$ cat config.mk
export PLATFORM = sky130hd
export DESIGN_NAME = bitmap_block_allocator
export DESIGN_NICKNAME = d
export VERILOG_FILES = /design/src/rtl/core/bba_pkg.sv /design/src/rtl/core/bitmap_block_allocator.sv
export SDC_FILE = /design/constraint.sdc
export NUM_CORES = 1
export LEC_CHECK = 0
export ABC_CLOCK_PERIOD_IN_PS = 16200
export BUFFER_PORTS_ARGS = -buffer_cell sky130_fd_sc_hd__buf_2
export CORE_ASPECT_RATIO = 1.4
export CORE_MARGIN = 3
export CORE_UTILIZATION = 50
export CTS_CLUSTER_SIZE = 25
export DETAILED_ROUTE_END_ITERATION = 10
export GPL_ROUTABILITY_DRIVEN = 0
export PLACE_DENSITY = 0.65
export RECOVER_POWER = 50
export SYNTH_ARGS = -nofsm -noshare
export SYNTH_HDL_FRONTEND = slang
export SYNTH_SLANG_ARGS = --single-unit
$ cat constraint.sdc
create_clock -name clk -period 16.2 [get_ports clk]
set_clock_uncertainty 0.2 [all_clocks]
set_input_delay 4.86 -clock clk [delete_from_list [all_inputs] [get_ports clk]]
set_output_delay 4.86 -clock clk [all_outputs]
set_load 0.005 [all_outputs]
$ cat src/rtl/core/bba_pkg.sv
// Package for the first-fit bitmap block allocator: constants, types and helpers.
`default_nettype none
package bba_pkg;

  localparam int WORD_BITS  = 64;
  localparam int POS_W      = 6;
  localparam int INDEX_W    = 10;
  localparam int DEF_WORDS  = 16;
  localparam int ADDR_WORDS = 16;

  localparam logic OP_ALLOC = 1'b0;
  localparam logic OP_FREE  = 1'b1;

  localparam logic STAT_OK   = 1'b0;
  localparam logic STAT_FAIL = 1'b1;

  typedef enum logic [2:0] {
    ST_IDLE,
    ST_SCAN,
    ST_FREE_RD,
    ST_FREE_WR,
    ST_FIN
  } state_t;

  // position of first set bit counting from the MSB (0 = MSB)
  function automatic logic [POS_W-1:0] first_set_pos(input logic [WORD_BITS-1:0] w);
    logic [POS_W-1:0] p;
    p = '0;
    for (int i = 0; i < WORD_BITS; i++) begin
      if (w[i]) begin
        p = POS_W'(WORD_BITS - 1 - i);
      end
    end
    return p;
  endfunction

endpackage
`default_nettype wire

$ cat src/rtl/core/bitmap_block_allocator.sv
// First-fit bitmap block allocator: free map memory, word scan sequencer, output register.
// Allocate: words are scanned from word 0 up to word min(WORDS,16) - 1; a scan that finds no
//   free bit fails. Free: read, then write the word; an index beyond the map goes straight to the result.
// One item in flight; the next beat can be taken once the result is loaded into the output register.
// The scan rate is set by the single map read port feeding one 64-bit priority encoder.
// Reset: synchronous; per-word valid bits clear at once, so every word reads as all free.
`default_nettype none
module bitmap_block_allocator #(
  parameter int WORDS = bba_pkg::DEF_WORDS
) (
  input  wire logic                        clk,
  input  wire logic                        rst,
  input  wire logic                        in_valid,
  output logic                             in_ready,
  input  wire logic                        opcode,
  input  wire logic [bba_pkg::INDEX_W-1:0] block_index,
  output logic                             out_valid,
  input  wire logic                        out_ready,
  output logic [bba_pkg::INDEX_W-1:0]      granted_index,
  output logic                             status
);

  localparam int WW = (WORDS > 1) ? $clog2(WORDS) : 1;
  localparam int SCAN_WORDS = (WORDS < bba_pkg::ADDR_WORDS) ? WORDS : bba_pkg::ADDR_WORDS;
  localparam logic [WW-1:0] LAST_SCAN = WW'(SCAN_WORDS - 1);
  localparam int PW = bba_pkg::POS_W;
  localparam int IW = bba_pkg::INDEX_W;
  localparam int BW = bba_pkg::WORD_BITS;

  bba_pkg::state_t state, state_next;

  logic [WW-1:0]    ptr, ptr_next;
  logic [WW-1:0]    chk;
  logic             pend, pend_next;
  logic             op_r;
  logic [IW-1:0]    idx_r;
  logic [IW-1:0]    res_index, res_index_next;
  logic             res_status, res_status_next;
  logic             load_out;

  logic [BW-1:0]    mem [WORDS];
  logic [WORDS-1:0] vld;
  logic [BW-1:0]    rd_data;
  logic             rd_vld;
  logic [BW-1:0]    eff;
  logic             wr_en;
  logic [BW-1:0]    wr_data;
  logic [BW-1:0]    mask;
  logic [PW-1:0]    scan_pos;
  logic [PW-1:0]    pos_sel;
  logic [IW-PW-1:0] free_word;
  logic             free_in_range;

  assign in_ready      = (state == bba_pkg::ST_IDLE);
  assign eff           = rd_vld ? rd_data : '1;
  assign scan_pos      = bba_pkg::first_set_pos(eff);
  assign pos_sel       = (op_r == bba_pkg::OP_FREE) ? idx_r[PW-1:0] : scan_pos;
  assign mask          = {1'b1, {(BW-1){1'b0}}} >> pos_sel;
  assign wr_data       = (op_r == bba_pkg::OP_FREE) ? (eff | mask) : (eff & ~mask);
  assign free_word     = block_index[IW-1:PW];
  assign free_in_range = (9'(free_word) < 9'(WORDS));

  // map memory, read every cycle at ptr
  always_ff @(posedge clk) begin
    rd_data <= mem[ptr];
    if (wr_en) begin
      mem[chk] <= wr_data;
    end
  end

  always_ff @(posedge clk) begin
    if (rst) begin
      vld    <= '0;
      rd_vld <= 1'b0;
    end else begin
      rd_vld <= vld[ptr];
      if (wr_en) begin
        vld[chk] <= 1'b1;
      end
    end
  end

  always_ff @(posedge clk) begin
    if (rst) begin
      state <= bba_pkg::ST_IDLE;
      pend  <= 1'b0;
    end else begin
      state <= state_next;
      pend  <= pend_next;
    end
  end

  always_ff @(posedge clk) begin
    ptr        <= ptr_next;
    chk        <= ptr;
    res_index  <= res_index_next;
    res_status <= res_status_next;
    if (in_valid && in_ready) begin
      op_r  <= opcode;
      idx_r <= block_index;
    end
  end

  always_comb begin
    state_next      = state;
    ptr_next        = ptr;
    pend_next       = 1'b0;
    wr_en           = 1'b0;
    load_out        = 1'b0;
    res_index_next  = res_index;
    res_status_next = res_status;
    unique case (state)
      bba_pkg::ST_IDLE: begin
        if (in_valid) begin
          if (opcode == bba_pkg::OP_ALLOC) begin
            ptr_next   = '0;
            state_next = bba_pkg::ST_SCAN;
          end else if (free_in_range) begin
            ptr_next   = WW'(free_word);
            state_next = bba_pkg::ST_FREE_RD;
          end else begin
            res_index_next  = '0;
            res_status_next = bba_pkg::STAT_OK;
            state_next      = bba_pkg::ST_FIN;
          end
        end
      end
      bba_pkg::ST_SCAN: begin
        pend_next = 1'b1;
        if (ptr != LAST_SCAN) begin
          ptr_next = ptr + WW'(1);
        end
        if (pend) begin
          if (eff != '0) begin
            wr_en           = 1'b1;
            res_index_next  = IW'({chk, scan_pos});
            res_status_next = bba_pkg::STAT_OK;
            state_next      = bba_pkg::ST_FIN;
          end else if (chk == LAST_SCAN) begin
            res_index_next  = '0;
            res_status_next = bba_pkg::STAT_FAIL;
            state_next      = bba_pkg::ST_FIN;
          end
        end
      end
      bba_pkg::ST_FREE_RD: begin
        state_next = bba_pkg::ST_FREE_WR;
      end
      bba_pkg::ST_FREE_WR: begin
        wr_en           = 1'b1;
        res_index_next  = '0;
        res_status_next = bba_pkg::STAT_OK;
        state_next      = bba_pkg::ST_FIN;
      end
      bba_pkg::ST_FIN: begin
        if (!out_valid || out_ready) begin
          load_out   = 1'b1;
          state_next = bba_pkg::ST_IDLE;
        end
      end
      default: begin
        state_next = bba_pkg::ST_IDLE;
      end
    endcase
  end

  // output register
  always_ff @(posedge clk) begin
    if (rst) begin
      out_valid <= 1'b0;
    end else if (load_out) begin
      out_valid <= 1'b1;
    end else if (out_ready) begin
      out_valid <= 1'b0;
    end
  end

  always_ff @(posedge clk) begin
    if (load_out) begin
      granted_index <= res_index;
      status        <= res_status;
    end
  end

  a_fail_zero: assert property (@(posedge clk) disable iff (rst)
    out_valid && (status == bba_pkg::STAT_FAIL) |-> granted_index == '0)
    else $error("failed allocation carries nonzero index");

  a_busy_after_accept: assert property (@(posedge clk) disable iff (rst)
    in_valid && in_ready |=> !in_ready)
    else $error("ready while an item is in flight");

  a_write_state: assert property (@(posedge clk) disable iff (rst)
    wr_en |-> (state == bba_pkg::ST_SCAN) || (state == bba_pkg::ST_FREE_WR))
    else $error("map write outside scan or free");

  a_fin_from_work: assert property (@(posedge clk) disable iff (rst)
    $rose(out_valid) |-> $past(state) == bba_pkg::ST_FIN)
    else $error("result posted outside finish state");

endmodule
`default_nettype wire

## Word-level counts from Yosys, hierarchy flattened

Memories as Yosys holds them, arrays and structs flattened. A register that Yosys moved wholly into a read port is not among the register bits.
Index checks and enable logic that the tools add are counted.

| storage, ports and cells | value |
|---|---|
| output and inout port bits | 13 |
| memory bits (writable) | 1024 |
| memories kept | 1 |
| bits in registers | 59 |
| input port bits | 15 |

Memory list:

| memory | depth | width | read ports | clocked after memory_dff | write ports | RTL line | source |
|---|---|---|---|---|---|---|---|
| mem | 16 | 64 | 1 | 1 | 1 | bitmap_block_allocator.sv:41 | `logic [BW-1:0] mem [WORDS];` |

| operators by class | value |
|---|---|
| magnitude comparators | 3 |
| bitwise operators | 4 |
| shifts and indexed selects | 1 |
| equal/unequal tests | 11 |
| muxes and demuxes | 100 |
| add/sub/neg operators | 1 |
| reduce and logical (&&, ||, !) cells | 12 |

Operator list:

| cell | number |
|---|---|
| two-way mux 6 bit | 65 |
| two-way mux 64 bit | 2 |
| bitwise AND 64 bit | 1 |
| inverter 64 bit | 1 |
| OR 64 bit | 1 |
| nonzero test 64 bit | 1 |
| >> shifter 64 x 6 -> 64 bit (first input constant) | 1 |
| two-way mux 10 bit | 3 |
| one-hot mux 10 bit (2 select lines) | 1 |
| OR 16 bit | 1 |
| two-way mux 3 bit | 5 |
| one-hot mux 3 bit (5 select lines) | 1 |
| two-way mux 1 bit | 14 |
| two-way mux 4 bit | 3 |
| < comparator 4 x 5 -> 1 bit (second input constant) | 2 |
| != test 2 bit (second input constant) | 4 |
| one-hot mux 4 bit (2 select lines) | 1 |
| equality test 3 x 2 -> 1 bit (second input constant) | 2 |
| AND reduction 3 bit | 2 |
| nonzero test 2 bit | 3 |
| adder 4 x 1 -> 4 bit (second input constant) | 1 |
| binary-select mux 1 bit (select 4 bit) | 1 |
| demux 1 bit (select 4 bit) | 1 |
| equality test 4 bit (second input constant) | 1 |
| other kinds (12) | 14 |

## Depth between registers and ports, before layout

Gate-level depths: netlist of run 1.

| depth | value |
|---|---|
| word-level depth | 70 |
| depth in mapped cells | 11 |
| depth with buffers taken out | 8 |

## Worst setup path after synthesis of run 1

No wires, ideal clock.

| timing path | value |
|---|---|
| kind | register to register |
| start point | register rd_vld |
| end point | memory mem[3][0] (netlist bit), enable pin |
| setup time | 0.647 ns |
| setup slack | 7.833 ns |
| data arrival time | 7.519 ns |
| stages on the path, launching flop included | 8 |
| cell sequence | dfxtp_1 > buf_2 > nor4b_1 > and3_1 > and3_1 > a21boi_0 > o21ai_2 > nor4_1 |

| on the way | value |
|---|---|
| word-level cells in the longest chain between the ends | 7 |

RTL lines:

| what | RTL line | source |
|---|---|---|
| start: declaration | bitmap_block_allocator.sv:44 | `logic rd_vld;` |
| start signal: assignment | bitmap_block_allocator.sv:76 | `rd_vld <= vld[ptr];` |
| two-way mux 64 bit | bitmap_block_allocator.sv:55 | `assign eff = rd_vld ? rd_data : '1;` |
| nonzero test 64 bit | bitmap_block_allocator.sv:134 | `if (eff != '0) begin` |
| two-way mux 1 bit | bitmap_block_allocator.sv:134 |  |
| two-way mux 1 bit | bitmap_block_allocator.sv:133 | `if (pend) begin` |
| one-hot mux 1 bit (2 select lines) | bitmap_block_allocator.sv:112 | `unique case (state)` |
| two-way mux 1 bit | bitmap_block_allocator.sv:66 | `if (wr_en) begin` |
| two-way mux 1 bit (implied by the code) | bitmap_block_allocator.sv:67 | `mem[chk] <= wr_data;` |
| end: declaration | bitmap_block_allocator.sv:41 |  |

Every way passes these cells.

## Worst setup path in the final report of run 1

| timing path | value |
|---|---|
| start point | register rd_vld |
| end point | memory mem[5][41] (netlist bit), enable pin |

Same word-level chain as after synthesis.

==> metrics.cfg, run 1 <==
[run_status]
outcome = finished, violations left
violations = max-capacitance violations, max-slew violations

[worst_setup_path]
required_ps = 15900
crit_slowest_cell = clkbuf_1
cp_slowest_stage_delay_ps = 1530
crit_path_start_kind = flip-flop
crit_top_cell = clkbuf_1
endpoint_kind = flip-flop
path_class = flip-flop to flip-flop
crit_path_max_fanout = 36
crit_arrival_ps = 7760
worstPathCellList = clkbuf_1 -> or3b_1 -> nand4b_1 -> nor4_1 -> a21boi_0 -> o21ai_0 -> nor2_1 -> nand2_1 -> nor2_4 -> clkbuf_1 -> clkbuf_1

[synthesis]
syn_area_um2 = 44400
yosys-top-cells-area = edfxtp_1 71%, mux4_2 16%, dfxtp_1 4.1%
syn_avg_cell_area_um2 = 21.1
synth_cells = 2102
yosysSeqAreaShare_pct = 75.5
async_flop_share_pct = 0
synth-simple-area-share_pct = 3.92
ys_seq_elements = 1147
synthMuxAreaShare_pct = 17.2
ys_types = 69
yosysTopAreaCell = edfxtp_1
synthTopCellsByCount = 1057 x edfxtp_1, 325 x mux4_2, 119 x nor2_1, 90 x dfxtp_1, 71 x clkbuf_1
synth-compound-area-share_pct = 2.07
synth.most_common_cell = edfxtp_1
yosys_warnings = 0
syn-num-nets = 2118
synthFlopType = edfxtp_1
synth_fa_ha_area_share_pct = 0.0282
synth_top_family_by_area = multiplexers
synth_top_area_share_pct = 71.5
synth_edf_count = 1057
synthXorXnorAreaFrac_pct = 0.0394

[final_layout]
finish.instance_area_um2 = 49500
utilization_pct = 56.5
antenna_cells = 0
finalNetCount = 2202
seq_area_um2 = 33500
multi_input_area_um2 = 10400
fin_cells = 3446
final_layout_size_suffix_gt1_share_pct = 24.6
area_delta_synth_final_pct = 11.4
nFillCells = 6430

[clock_network]
cts-resized-gates = 0
cts.htree.levels = 3
cts_root_buf = clkbuf_16
clk_latency_ps = 680
postCtsSetupRepairBufs = 0
cts_buffers = 103
cts_tree = done
clock_path_buffers = 3
postCtsHoldBufs = 0
cts.clk_slew.worst_paths_ps = 60
cts.sinks = 1147

[drt]
vias = 21600
ant_nets = 0
first_pass_iters = 5
drc = 0
routedWlPerCell_um = 30.0
postRouteWirelength_mm = 103
vias_per_cell = 6.27
drtIter0Drc = 2658

[grt]
grt_overflow = 0
track_usage_pct = 22.8
grt_pass1_wl_mm = 152
grt_pass1_vias = 22300
antenna_found_initial = 2
grt_max_degree = 147

[timing]
setup_slack_ps = 8140
finalCritPeriodShare_pct = 49.7
rsz0062_at_grt = false
fmax_ghz = 0.124
finalSetupTns_ps = 0
final_hold_viol_count = 0
whs_ps = 216
worstMarginPinSlew_ps = 7640
final-setup-viol-count = 0
slew_headroom_pct = -409
min_period_ps = 8060
slew_violations = 943

[place]
post-place-ws_ps = 9760
dp_hpwl_mm = 54.9
portBuffers = 27
placed_area_um2 = 46200
placed_cells = 3250

[floorplanning]
die_h_um = 359
die-area_um2 = 92500
initial_core_util_pct = 50.7
core_um2 = 87600
die_x_um = 258
num_rows = 128
top_level_ports = 28

[flow_run]
drv_cap = 29

[power]
power_mw = 7.09
power.leakage_nw = 15.6
power.density_nw_per_um2 = 143
peakVddDrop_mv = 0.118

[worst_hold_path]
hold_path.class = flip-flop to flip-flop

-- report_power, final --
part	switching (mW)	internal (mW)
clock network	1.04	1.46
registers	0.191	3.34
logic	0.524	0.532
total	1.75	5.33
-- metal layers --
layer	wire [um]	GRT usage, %
met5	0	0
met4	3130	7.50
met3	6510	2.76
met2	53700	39.4
met1	39900	30.5
-- worst max-delay path: cells and delay by family (launching register included) --
family,cells,cell delay (ps)
AOI/OAI and AO/OA,2,1230
buffers and inverters,3,3260
DFF,1,310
and+or+nand+nor,6,2220
-- placed cells by master (no fill, tap or decap), types with 9 or more instances in the layout --
| cell type | instances |
|---|---|
| nor2b_1 | 14 |
| buf_4 | 24 |
| mux2i_1 | 32 |
| buf_2 | 27 |
| nand3_1 | 12 |
| nor2_1 | 109 |
| clkinv_1 | 12 |
| or3_1 | 9 |
| clkbuf_1 | 71 |
| edfxtp_1 | 1057 |
| clkinv_2 | 11 |
| and3_1 | 10 |
| mux4_2 | 325 |
| nand2_1 | 40 |
| a21oi_1 | 24 |
| inv_1 | 14 |
| nand4_1 | 24 |
| nor4_1 | 40 |
| bufinv_16 | 13 |
| nand2b_1 | 11 |
| nor3_1 | 24 |
| dfxtp_1 | 90 |
| o21ai_0 | 20 |
| o22ai_1 | 24 |
| clkbuf_16 | 105 |
| clkbuf_8 | 12 |
-- area by class of cell --
cell class,count,area share [%]
Sequential cell,1147,67.8
Tap cell,1170,2.96
Clock inverter,46,1.17
Inverter,15,0.114
Clock buffer,149,5.89
Multi-Input combinational cell,828,21.1
Timing Repair Buffer,91,0.974
-- worst paths after layout --
| path | start | to | slack (ps) | cells past startpoint |
|---|---|---|---|---|
| setup / recovery | rd_vld$_SDFF_PP0_ | mem[5][41]$_DFFE_PP_ | 8140 | 11 |
| hold / removal | res_index[9]$_SDFFCE_PP0P_ | granted_index[9]$_DFFE_PP_ | 220 | 0 |
| hold reg to reg | res_index[9]$_SDFFCE_PP0P_ | granted_index[9]$_DFFE_PP_ | 220 | 0 |
| setup reg to reg | rd_vld$_SDFF_PP0_ | mem[5][41]$_DFFE_PP_ | 8140 | 11 |
-- flip-flops by register name, summed over array words and instances, names as in the netlist --
name,cells
out_valid,1
state,3
rd_vld,1
pend,1
res_index,10
rd_data,64
idx_r,6
op_r,1
res_status,1
vld,16
ptr,4
chk,4
status,1
granted_index,10
mem,1024
-- cells by family (layout without fill, tap and decap cells) --
logic type,Yosys count,count (layout)
compound gates,129,129
xor+xnor,2,2
fa+ha+maj,1,1
buf+inv,127,301
flops,1147,1147
mux,358,358
simple gates,338,338
Note: power is estimated with default switching activity, not from simulation.
==> run 2: changes to the inputs <==
- ABC_CLOCK_PERIOD_IN_PS: 16200 -> 7300
- PLACE_DENSITY: 0.65 -> 0.68
- clock period: 16.2 -> 7.3 ns (I/O delays scaled with it)
==> run 2 against run 1 <==
  * The flow still finishes with violations (max-capacitance violations, max-slew violations)
  * Routed wire length about the same
  * Clock-buffer cell count down 23
  * Cell count down 0.17%
  * Largest power group unchanged
  * Critical endpoint is now mem[1][35]$_DFFE_PP_
  * Global-route usage down 0.11 points
  * Largest cell class unchanged
  * Core utilization up 0.20 points
  * Critical path depth down 2
  * Via count up 1.1%
  * Register-to-register slack worse by 6900 ps
==> metrics.cfg, run 2 (synthesis gave the netlist of run 1 again) <==
[worst_setup_path]
r2r_slack_ps = 1250
crit_path_start_kind = flip-flop
path_class = flip-flop to flip-flop
regToRegEndpoint = mem[1][35]$_DFFE_PP_
required_ps = 7110
crit_arrival_ps = 5860
rr_startpoint = rd_vld$_SDFF_PP0_
crit_path_max_fanout = 29
endpoint_kind = flip-flop
r2r_cells = 9

[clock_network]
clock_path_buffers = 3
cts-resized-gates = 0
cts.htree.levels = 3
cts.clk_slew.worst_paths_ps = 70
postCtsSetupRepairBufs = 0
postCtsHoldBufs = 0
cts_tree = done
cts.sinks = 1147
cts_root_buf = clkbuf_16
cts_buffers = 101
clk_latency_ps = 670

[drt]
postRouteWirelength_mm = 103
first_pass_iters = 8
drc = 0
vias = 21800
drtIter0Drc = 2830
ant_nets = 0
routedWlPerCell_um = 30.0
vias_per_cell = 6.35

[final_layout]
layout_common_cells = 1057 x edfxtp_1, 325 x mux4_2, 114 x nor2_1
largest_registers = mem x1024, rd_data x64, vld x16
fin_cells = 3440
mostFrequentLayoutCell = edfxtp_1
finalNetCount = 2196
area_delta_synth_final_pct = 11.8
largest_register_ffs = 1024
regMostFlops = mem
final_layout_size_suffix_gt1_share_pct = 25.2
finish.instance_area_um2 = 49600
utilization_pct = 56.7

[floorplanning]
die_x_um = 258
initial_core_util_pct = 50.7
top_level_ports = 28
num_rows = 128
die-area_um2 = 92500
die_h_um = 359
core_um2 = 87600

[power]
peakVddDrop_mv = 0.277
power_mw = 16.1
power.density_nw_per_um2 = 325
power.leakage_nw = 15.7

[flow_run]
drv_cap = 17

[timing]
rsz0062_at_grt = false
slew_violations = 637
finalCritPeriodShare_pct = 82.9
setup_slack_ps = 1250
min_period_ps = 6050
slew_headroom_pct = -199
worstMarginPinSlew_ps = 4490
final-setup-viol-count = 0
fmax_ghz = 0.165
final_hold_viol_count = 0
whs_ps = 222
finalSetupTns_ps = 0

[grt]
globalRouteMet3Util_pct = 3.28
grt_pass1_wl_mm = 153
grt_pass1_vias = 22500
busiest_layer = met2
met1_usage_pct = 29.4
grt_max_degree = 146
grt_overflow = 0
grtUsageMet2_pct = 39.3
track_usage_pct = 22.7
antenna_found_initial = 1

[place]
placed_cells = 3245
placed_area_um2 = 46200
post-place-ws_ps = 2590
dp_hpwl_mm = 56.8
portBuffers = 27

[worst_hold_path]
hp-start = res_index[8]$_SDFFCE_PP0P_
hold_path.class = flip-flop to flip-flop
min_to = granted_index[8]$_DFFE_PP_
min_path_cells = 0

[run_status]
outcome = finished, violations left
violations = max-capacitance violations, max-slew violations

run 2: cell types whose count changed in the layout (fill, tap and decap cells not counted), moves of 3 or more:
cell | previous run | this run
clkbuf_1 | 71 | 52
buf_2 | 27 | 11
clkbuf_2 | 0 | 10
bufinv_16 | 13 | 22
clkbuf_8 | 12 | 3
clkinv_2 | 11 | 16
clkinvlp_4 | 4 | 9
nor2_1 | 109 | 114
buf_4 | 24 | 28
nor2_4 | 8 | 4
clkinv_1 | 12 | 9
run 2: critical path, cell delays in order (launching register included):
cell,delay (ps)
dfxtp_1,660
or3b_1,490
nand4b_1,250
nor4_1,700
a21boi_0,420
o21ai_0,1040
nor2_1,150
nand2_1,300
nor3_2,80
clkbuf_1,1030
run 2: layout make-up:
| type | instances | area (um2) |
|---|---|---|
| diodes | 1 | 2.50 |
| clock buffers | 126 | 2740 |
| clock inverters | 66 | 945 |
| fillers | 6358 | 38000 |
| inverters | 15 | 56.3 |
| multi-input cells | 828 | 10400 |
| flip-flops and latches | 1147 | 33500 |
| well taps | 1170 | 1460 |
| repair buffers | 87 | 507 |
run 2: worst max path at each step:
stage | startpoint | to | depth (start not counted)
finish | rd_vld$_SDFF_PP0_ | mem[1][35]$_DFFE_PP_ | 9
global route | rd_vld$_SDFF_PP0_ | mem[1][32]$_DFFE_PP_ | 9
CTS | rd_vld$_SDFF_PP0_ | mem[5][56]$_DFFE_PP_ | 8
detailed placement | rd_vld$_SDFF_PP0_ | mem[13][56]$_DFFE_PP_ | 8
global placement | rd_vld$_SDFF_PP0_ | mem[8][35]$_DFFE_PP_ | 9
floorplan | rd_vld$_SDFF_PP0_ | mem[0][0]$_DFFE_PP_ | 8
run 2: per-layer routing:
metal  vias to the layer above  routed length (um)
met1                     11600               38700
met2                      1035               53500
met4                         0                3940
met5                         -                   0
li1                       8996                   -
met3                       219                7050
run 2: report_power, final:
part / total (mW) / internal [mW] / switching [mW]
Clock: 5.82 / 3.46 / 2.36
Combinational: 2.53 / 1.26 / 1.27
Sequential: 7.77 / 7.42 / 0.349
Total: 16.1 / 12.1 / 3.98
